$ cat src/sv/skts_pkg.sv
// ----------------------------------------------------------------------------
// skts_pkg
// Shared types and constants for the sorted key table search block.
// ----------------------------------------------------------------------------
package skts_pkg;

  localparam int unsigned TABLE_DEPTH = 1024;
  localparam int unsigned KEY_W       = 64;
  localparam int unsigned IDX_W       = 10;

  // Input item action codes (code 3 leaves the table unchanged and yields an OK result)
  typedef enum logic [1:0] {
    ACT_ADD    = 2'd0,
    ACT_SORT   = 2'd1,
    ACT_LOOKUP = 2'd2,
    ACT_NONE   = 2'd3
  } action_e;

  // Result status codes
  typedef enum logic [1:0] {
    ST_OK       = 2'd0,
    ST_FULL     = 2'd1,
    ST_NOTFOUND = 2'd2
  } status_e;

  // Controller states
  typedef enum logic [2:0] {
    S_IDLE,
    S_LK_PROBE,
    S_LK_CMP,
    S_SO_LOAD,
    S_SO_RD,
    S_SO_CMP,
    S_SO_END,
    S_DONE
  } state_e;

  // One result item
  typedef struct packed {
    status_e           status;
    logic [IDX_W-1:0]  match_index;
  } res_t;

endpackage

$ cat src/sv/skts_ctrl.sv
// ----------------------------------------------------------------------------
// skts_ctrl
// Sequencer for add, bubble sort and binary search over the key store.
// ----------------------------------------------------------------------------
module skts_ctrl #(
  parameter int unsigned Depth = skts_pkg::TABLE_DEPTH,
  parameter int unsigned AddrW = $clog2(Depth),
  parameter int unsigned CntW  = $clog2(Depth + 1)
) (
  input  logic                        clk_i,
  input  logic                        rst_ni,
  // incoming item
  input  logic                        in_valid_i,
  output logic                        in_ready_o,
  input  skts_pkg::action_e           in_action_i,
  input  logic [skts_pkg::KEY_W-1:0]  in_key_i,
  // result item
  output logic                        res_valid_o,
  input  logic                        res_ready_i,
  output skts_pkg::res_t              res_o,
  // memory
  output logic                        we_o,
  output logic [AddrW-1:0]            waddr_o,
  output logic [skts_pkg::KEY_W-1:0]  wdata_o,
  output logic [AddrW-1:0]            raddr_o,
  input  logic [skts_pkg::KEY_W-1:0]  rdata_i,
  // held entry count
  output logic [CntW-1:0]             count_o
);

  skts_pkg::state_e state_q, state_d;
  logic [CntW-1:0]            count_q, count_d;
  logic [skts_pkg::KEY_W-1:0] key_q, key_d;
  logic [skts_pkg::KEY_W-1:0] cur_q, cur_d;
  logic [CntW-1:0]            lo_q, lo_d, hi_q, hi_d;
  logic [AddrW-1:0]           mid_q, mid_d;
  logic [CntW-1:0]            pos_q, pos_d, len_q, len_d;
  logic                       swp_q, swp_d;
  skts_pkg::res_t             res_q, res_d;
  logic [CntW:0]              mid_sum;
  logic [CntW-1:0]            pos_inc;
  logic [CntW-1:0]            len_dec;

  // Control registers
  always_ff @(posedge clk_i or negedge rst_ni) begin
    if (!rst_ni) begin
      state_q <= skts_pkg::S_IDLE;
      count_q <= '0;
    end else begin
      state_q <= state_d;
      count_q <= count_d;
    end
  end

  // Working registers
  always_ff @(posedge clk_i) begin
    key_q <= key_d;
    cur_q <= cur_d;
    lo_q  <= lo_d;
    hi_q  <= hi_d;
    mid_q <= mid_d;
    pos_q <= pos_d;
    len_q <= len_d;
    swp_q <= swp_d;
    res_q <= res_d;
  end

  // Midpoint of the open search interval (lo-1, hi)
  assign mid_sum = {1'b0, lo_q} + {1'b0, hi_q} - {{CntW{1'b0}}, 1'b1};
  assign pos_inc = pos_q + 1'b1;
  assign len_dec = len_q - 1'b1;

  // Next state and memory control
  always_comb begin
    state_d = state_q;
    count_d = count_q;
    key_d   = key_q;
    cur_d   = cur_q;
    lo_d    = lo_q;
    hi_d    = hi_q;
    mid_d   = mid_q;
    pos_d   = pos_q;
    len_d   = len_q;
    swp_d   = swp_q;
    res_d   = res_q;
    we_o    = 1'b0;
    waddr_o = count_q[AddrW-1:0];
    wdata_o = in_key_i;
    raddr_o = '0;

    unique case (state_q)
      skts_pkg::S_IDLE: begin
        if (in_valid_i) begin
          res_d.status      = skts_pkg::ST_OK;
          res_d.match_index = '0;
          state_d           = skts_pkg::S_DONE;
          key_d             = in_key_i;
          unique case (in_action_i)
            skts_pkg::ACT_ADD: begin
              if (count_q < CntW'(Depth)) begin
                we_o    = 1'b1;
                count_d = count_q + 1'b1;
              end else begin
                res_d.status = skts_pkg::ST_FULL;
              end
            end
            skts_pkg::ACT_SORT: begin
              // tables of fewer than two entries are already sorted
              if (count_q > CntW'(1)) begin
                len_d   = count_q;
                state_d = skts_pkg::S_SO_LOAD;
              end
            end
            skts_pkg::ACT_LOOKUP: begin
              lo_d    = '0;
              hi_d    = count_q;
              state_d = skts_pkg::S_LK_PROBE;
            end
            default: ;
          endcase
        end
      end

      // issue a probe read or finish as not found
      skts_pkg::S_LK_PROBE: begin
        if (lo_q < hi_q) begin
          mid_d   = mid_sum[AddrW:1];
          raddr_o = mid_sum[AddrW:1];
          state_d = skts_pkg::S_LK_CMP;
        end else begin
          res_d.status = skts_pkg::ST_NOTFOUND;
          state_d      = skts_pkg::S_DONE;
        end
      end

      skts_pkg::S_LK_CMP: begin
        if (key_q == rdata_i) begin
          res_d.match_index = skts_pkg::IDX_W'(mid_q);
          state_d           = skts_pkg::S_DONE;
        end else begin
          if (key_q < rdata_i) begin
            hi_d = CntW'(mid_q);
          end else begin
            lo_d = CntW'(mid_q) + 1'b1;
          end
          state_d = skts_pkg::S_LK_PROBE;
        end
      end

      // bubble pass: address 0 is being read, take it as the carried key
      skts_pkg::S_SO_LOAD: begin
        cur_d   = rdata_i;
        pos_d   = CntW'(1);
        swp_d   = 1'b0;
        state_d = skts_pkg::S_SO_RD;
      end

      skts_pkg::S_SO_RD: begin
        raddr_o = pos_q[AddrW-1:0];
        state_d = skts_pkg::S_SO_CMP;
      end

      // keep the larger key moving up, write the smaller one behind it
      skts_pkg::S_SO_CMP: begin
        we_o    = 1'b1;
        waddr_o = AddrW'(pos_q - 1'b1);
        if (cur_q > rdata_i) begin
          wdata_o = rdata_i;
          swp_d   = 1'b1;
        end else begin
          wdata_o = cur_q;
          cur_d   = rdata_i;
        end
        pos_d   = pos_inc;
        state_d = (pos_inc == len_q) ? skts_pkg::S_SO_END : skts_pkg::S_SO_RD;
      end

      // park the largest key at the end of the pass
      skts_pkg::S_SO_END: begin
        we_o    = 1'b1;
        waddr_o = len_dec[AddrW-1:0];
        wdata_o = cur_q;
        len_d   = len_dec;
        if (!swp_q || len_dec < CntW'(2)) begin
          state_d = skts_pkg::S_DONE;
        end else begin
          raddr_o = '0;
          state_d = skts_pkg::S_SO_LOAD;
        end
      end

      skts_pkg::S_DONE: begin
        if (res_ready_i) begin
          state_d = skts_pkg::S_IDLE;
        end
      end

      default: state_d = skts_pkg::S_IDLE;
    endcase
  end

  assign in_ready_o  = (state_q == skts_pkg::S_IDLE);
  assign res_valid_o = (state_q == skts_pkg::S_DONE);
  assign res_o       = res_q;
  assign count_o     = count_q;

endmodule

$ cat config.mk
export PLATFORM = sky130hd
export DESIGN_NAME = skts_ctrl
export DESIGN_NICKNAME = d
export VERILOG_FILES = /design/src/sv/skts_pkg.sv /design/src/sv/skts_ctrl.sv
export SDC_FILE = /design/constraint.sdc
export NUM_CORES = 1
export LEC_CHECK = 0
export ABC_AREA = 1
export CORE_ASPECT_RATIO = 1.4
export CORE_MARGIN = 4
export CORE_UTILIZATION = 45
export CTS_CLUSTER_SIZE = 24
export DETAILED_ROUTE_END_ITERATION = 8
export DONT_BUFFER_PORTS = 1
export GPL_TIMING_DRIVEN = 0
export PLACE_DENSITY = 0.59
export SLEW_MARGIN = 0
export SYNTH_ARGS = -nofsm -noshare
export SYNTH_HDL_FRONTEND = slang
export SYNTH_SLANG_ARGS = --single-unit
$ cat constraint.sdc
create_clock -name clk_i -period 5.2 [get_ports clk_i]
set_input_delay 0.26 -clock clk_i [delete_from_list [all_inputs] [get_ports clk_i]]
set_output_delay 0.26 -clock clk_i [all_outputs]
set_load 0.02 [all_outputs]
==> results.md <==
Worst hold path:
- The end point of the most critical hold path is res_o[10]$_SDFFCE_PP0P_.
- Counting instances, the worst hold path has a depth of 3.
- The type of the most critical hold path is in2reg.
- The worst hold path begins at in_action_i[0].

Critical path:
- The count of buffer and inverter cells on the critical path is 3.
- The cell with the most instances on the worst path is sky130_fd_sc_hd__inv_1.
- For this run, the slowest stage of the critical path takes roughly 0.45 ns.
- Among all stages on the critical path, the largest delay is contributed by sky130_fd_sc_hd__o22ai_1.
- At the worst endpoint, the arrival time is 3.30 ns.
- The data required time of the critical path is 4.94 ns.
- The worst setup path is of the reg2out kind.
- The critical path goes through inv_1 > ha_1 > inv_1 > ha_1 > inv_1 > fa_1 > o21ai_0 > nand4_1 > o211ai_1 > xnor2_1 > o22ai_1.
- STA classifies the critical path startpoint as a register.
- STA classifies the critical path endpoint as an output pin.
- The terminus of the critical flop-to-flop path is res_o[1]$_SDFFCE_PN0P_.
- In this run the worst path has a maximum fanout of 3.
- Grouping stages by cell kind, the critical path spends the most delay in compound AO/OA/AOI/OAI gates.
- The reg-to-reg startpoint is state_q[0]$_DFFE_PN0P_.
- The register-to-register path setup slack is between 1.5 and 2 ns.
- Counting cells, the worst reg-to-reg path comes to 7.

Clock network:
- In this run, post-CTS repair resized a total of 0 instances.
- The hold buffer count at cts is 130.
- The H-tree level count is 1.
- The worst-skew pair later-pin latency is 0.55 ns.
- The clock root buffer is sky130_fd_sc_hd__clkbuf_16.
- The number of clock buffers added by TritonCTS is 25.
- The number of sinks handled by clock tree synthesis is 209.
- The clock-pin slew on the worst setup and hold paths is 0.06 ns.
- The number of buffers inserted to repair setup after CTS is 0.
- Counting along the longest clock path gives a buffer depth of 3.
- TritonCTS built the clock tree.

Yosys:
- The fraction of the yosys area taken by sequential cells is 0.436.
- The synthesized cell area is 14200 um2.
- The synthesized netlist contains 40 unique library cells.
- The net count after synthesis is just under 2000.
- Yosys printed 0 warnings.
- Among all flip-flop cells after synthesis, the most frequent one is sky130_fd_sc_hd__edfxtp_1.
- The async set or reset register ratio after synthesis is 0.0670.
- The largest family of logic cells by synthesized area is simple AND/OR/NAND/NOR gates.
- The arithmetic-cell share of the synthesized area counting full adders, half adders and majority gates is 0.144.
- The xor-xnor portion of the synthesized cell area is 0.0250.
- The share of synthesized area in the top cell type comes to 0.412.
- The number of enable flip-flop cells after synthesis is 195.
- The top cell type by total area after synthesis is sky130_fd_sc_hd__edfxtp_1.
- The average cell area after synthesis is 8.42 um2.
- Of the total synthesized cell area, the portion taken by AND, OR, NAND and NOR gates is 0.247.
- Sorting the synthesized cells by area gives the leading types as sky130_fd_sc_hd__edfxtp_1 41%, sky130_fd_sc_hd__ha_1 14%, sky130_fd_sc_hd__nand2_1 13%, sky130_fd_sc_hd__nand3_1 5.7%, sky130_fd_sc_hd__inv_1 5.3%.
- After synthesis the netlist holds a flip-flop and latch count of 209.
- In the synthesized netlist, the number of instances is approximately 1700.
- The post-synthesis compound-gate area fraction came to 0.0739.
- Measured against the total synthesized area, the mux share comes to 0.

Timing:
- Hold is met by 0.0555 ns.
- The post-route fraction of the period consumed by the critical path is 0.685.
- Setup repair after global routing left no endpoint under its margin.
- The fmax is about 0.28 GHz.
- The final setup violation count is 0.
- The transition time at the pin with the least slew margin is 1.23 ns.
- The final-report max-slew violation count is 0.
- The relative max-transition margin is 0.180.
- The clock arrives with 0.0204 ns of skew.
- The count of endpoints failing hold in the final timing report is 0.
- The minimum clock period after layout is 3.56 ns.

Placed design:
- Summing all placed instances gives a cell area of 14800 um2.
- The count of buffers added on input and output ports is 0.
- The sum of net half-perimeters after detailed placement is 34900 um.
- The final RePlAce weighted congestion is between 0.9 and 1.

Die:
- The floorplan has 76 rows.
- The initial utilization of the core area, before any placement, comes to 0.459.
- The die outline height is 218 um.
- After floorplanning, the core was sized to cover approximately 31000 um2.
- The number of top-level pins is 244.
- The floorplan step defined a die boundary enclosing approximately 35000 um2.
- The floorplan die width is approximately 160 um.

Global route:
- The layer with the highest usage after global routing is met2.
- The initial antenna violation count is 2.
- The first global-routing pass estimated 71400 um of wire.
- The maximum number of pins on one net before global-route repair is 48.
- The met1 track demand over resource is 0.297.
- The remaining global-route overflow is 0.
- In the global route stage, met2 resource usage came out at 0.501.
- For met3 alone, demand over resource in global routing was 0.0543.
- The total global routing track utilization is 0.270.
- The number of global-route vias before repair came to 12812.

Drt:
- The count of nets left with antenna violations once routing finished came out at 0.
- Dividing the detail-routed wire length by the instance count gives about 21 um.
- The final layout contains routed wiring with a total length of around 47000 um.
- For this run, the detailed router's first-pass iteration total came to 8.
- Using the TritonRoute via totals, the vias-per-cell ratio works out to 5.47.
- The remaining routing DRC violations is 0.
- The vias after detailed routing is 12357.
- The iteration-0 DRC count of the detailed router is 758.

Outcome:
- The run finished with clean final reports.

Layout:
- Of the cells placed in the final design, the portion with a size suffix greater than 1 is 0.0482.
- At the end of the flow, the number of nets in the layout was between 2000 and 2500.
- Fill cells in the final layout number between 2000 and 3000.
- At the end of the flow the core is filled with cells to 0.545.
- The final standard cell area without fillers is between 15000 and 20000 um2.
- The area added between synthesis and finish is 18.7%.
- Across the whole layout, storage elements account for roughly 6200 um2.
- The area of the multi-input gates is 6980 um2.

Power:
- The power per unit of standard cell area is slightly above 500 nW/um2.
- Across the VDD grid, the largest voltage drop is 328 uV.
- The power after layout is 0.00876 W.
- Summed over all cells, the static leakage comes to 7.62 nW.

Run:
- The reported max-cap violation count is 0.
## where the power goes
group          internal [W]  leakage, nW  total, W  switching, W
Combinational       0.00123         5.30   0.00437       0.00314
Clock              0.000925        0.366   0.00164      0.000713
Sequential          0.00245         1.95   0.00275      0.000299
Total               0.00460         7.62   0.00876       0.00415
## metrics by stage
step / instances / TNS, ns / setup slack (ns)
floorplan: 1689 / 0 / 0.936
global placement: 2079 / -32.67 / -1.16
detailed placement: 2084 / 0 / 1.93
CTS: 2259 / 0 / 1.60
global route: 2260 / 0 / 1.46
finish: 2260 / 0 / 1.64
## logic make-up after synthesis
family,count (synthesis)
compound gates,188
xor+xnor,39
fa+ha+maj,163
buf+inv,256
flops,209
simple gates,834
## placed cells by master, fill, tap and decap left out, drive strengths merged, types with 7 or more instances in the layout
| cell | netlist | routed |
|---|---|---|
| a21oi | 92 | 92 |
| buf | 32 | 37 |
| clkbuf | 20 | 56 |
| clkinv | 0 | 8 |
| dfrtp | 14 | 14 |
| dlygate4sd3 | 0 | 130 |
| edfxtp | 195 | 195 |
| ha | 162 | 162 |
| inv | 204 | 205 |
| nand2 | 511 | 511 |
| nand3 | 162 | 162 |
| nand4 | 21 | 21 |
| nor2 | 96 | 96 |
| nor3 | 26 | 26 |
| o211ai | 7 | 7 |
| o21ai | 51 | 51 |
| o21bai | 12 | 12 |
| xnor2 | 7 | 7 |
| xor2 | 31 | 31 |
## per-layer routing
layer / up-vias / wire length, um
met1: 5781 / 16700
met4: 0 / 2000
met5: - / 0
met2: 449 / 24800
li1: 6017 / -
met3: 110 / 3480
## layout make-up
| cell class | count | area share |
|---|---|---|
| flip-flops and latches | 209 | 0.368 |
| clock buffers | 36 | 0.0413 |
| clock inverters | 9 | 0.00259 |
| well taps | 390 | 0.0289 |
| multi-input cells | 1224 | 0.414 |
| diodes | 1 | 0.000148 |
| repair buffers | 135 | 0.0836 |
| plain buffers | 52 | 0.0168 |
| inverters | 204 | 0.0454 |
## synthesized netlist by cell type (2+ instances only)
| cell type | count |
|---|---|
| sky130_fd_sc_hd__or2_2 | 6 |
| sky130_fd_sc_hd__o21a_1 | 5 |
| sky130_fd_sc_hd__buf_4 | 8 |
| sky130_fd_sc_hd__ha_1 | 162 |
| sky130_fd_sc_hd__o31ai_1 | 2 |
| sky130_fd_sc_hd__buf_1 | 2 |
| sky130_fd_sc_hd__o221ai_1 | 5 |
| sky130_fd_sc_hd__a21oi_1 | 92 |
| sky130_fd_sc_hd__inv_2 | 4 |
| sky130_fd_sc_hd__a21o_1 | 2 |
| sky130_fd_sc_hd__clkbuf_1 | 20 |
| sky130_fd_sc_hd__o22ai_1 | 6 |
| sky130_fd_sc_hd__nor2_1 | 91 |
| sky130_fd_sc_hd__edfxtp_1 | 195 |
| sky130_fd_sc_hd__nand2_2 | 2 |
| sky130_fd_sc_hd__dfrtp_1 | 14 |
| sky130_fd_sc_hd__nor4_1 | 5 |
| sky130_fd_sc_hd__buf_2 | 17 |
| sky130_fd_sc_hd__nand4_1 | 21 |
| sky130_fd_sc_hd__o21ai_0 | 51 |
| sky130_fd_sc_hd__o41ai_1 | 2 |
| sky130_fd_sc_hd__nor3_2 | 3 |
| sky130_fd_sc_hd__inv_1 | 200 |
| sky130_fd_sc_hd__nand3b_1 | 3 |
| sky130_fd_sc_hd__nor3_1 | 23 |
| sky130_fd_sc_hd__nand2_1 | 509 |
| sky130_fd_sc_hd__a31oi_1 | 3 |
| sky130_fd_sc_hd__xnor2_1 | 7 |
| sky130_fd_sc_hd__o21bai_1 | 12 |
| sky130_fd_sc_hd__o211ai_1 | 7 |
| sky130_fd_sc_hd__nand3_1 | 162 |
| sky130_fd_sc_hd__xor2_1 | 31 |
| sky130_fd_sc_hd__nor3b_1 | 2 |
| sky130_fd_sc_hd__nor2_2 | 5 |
| sky130_fd_sc_hd__buf_6 | 5 |
## state kept, by name, indices dropped and copies added, names as in the netlist
| name | cells |
|---|---|
| count_o | 11 |
| cur_q | 64 |
| hi_q | 11 |
| key_q | 64 |
| len_q | 11 |
| lo_q | 11 |
| mid_q | 10 |
| pos_q | 11 |
| res_o | 12 |
| state_q | 3 |
| swp_q | 1 |
## worst max path at each step
| stage | startpoint | to | depth (start not counted) |
|---|---|---|---|
| 2_1_floorplan | state_q[2]$_DFFE_PN0P_ | len_q[0]$_DFFE_PP_ | 7 |
| 3_3_place_gp | state_q[2]$_DFFE_PN0P_ | len_q[2]$_DFFE_PP_ | 7 |
| 3_5_place_dp | state_q[0]$_DFFE_PN0P_ | res_o[6]$_SDFFCE_PN0P_ | 7 |
| 4_1_cts | lo_q[1]$_SDFFCE_PN0P_ | raddr_o[6] | 11 |
| 5_1_grt | hi_q[1]$_DFFE_PP_ | raddr_o[6] | 11 |
| 6_report | lo_q[1]$_SDFFCE_PN0P_ | raddr_o[8] | 11 |
## worst min-delay path: cells and delay by family
kind | cells | cell delay (ns)
simple gates | 2 | 0.09
buf+inv | 1 | 0.07
No activity file was read; power rests on OpenSTA's default activity.
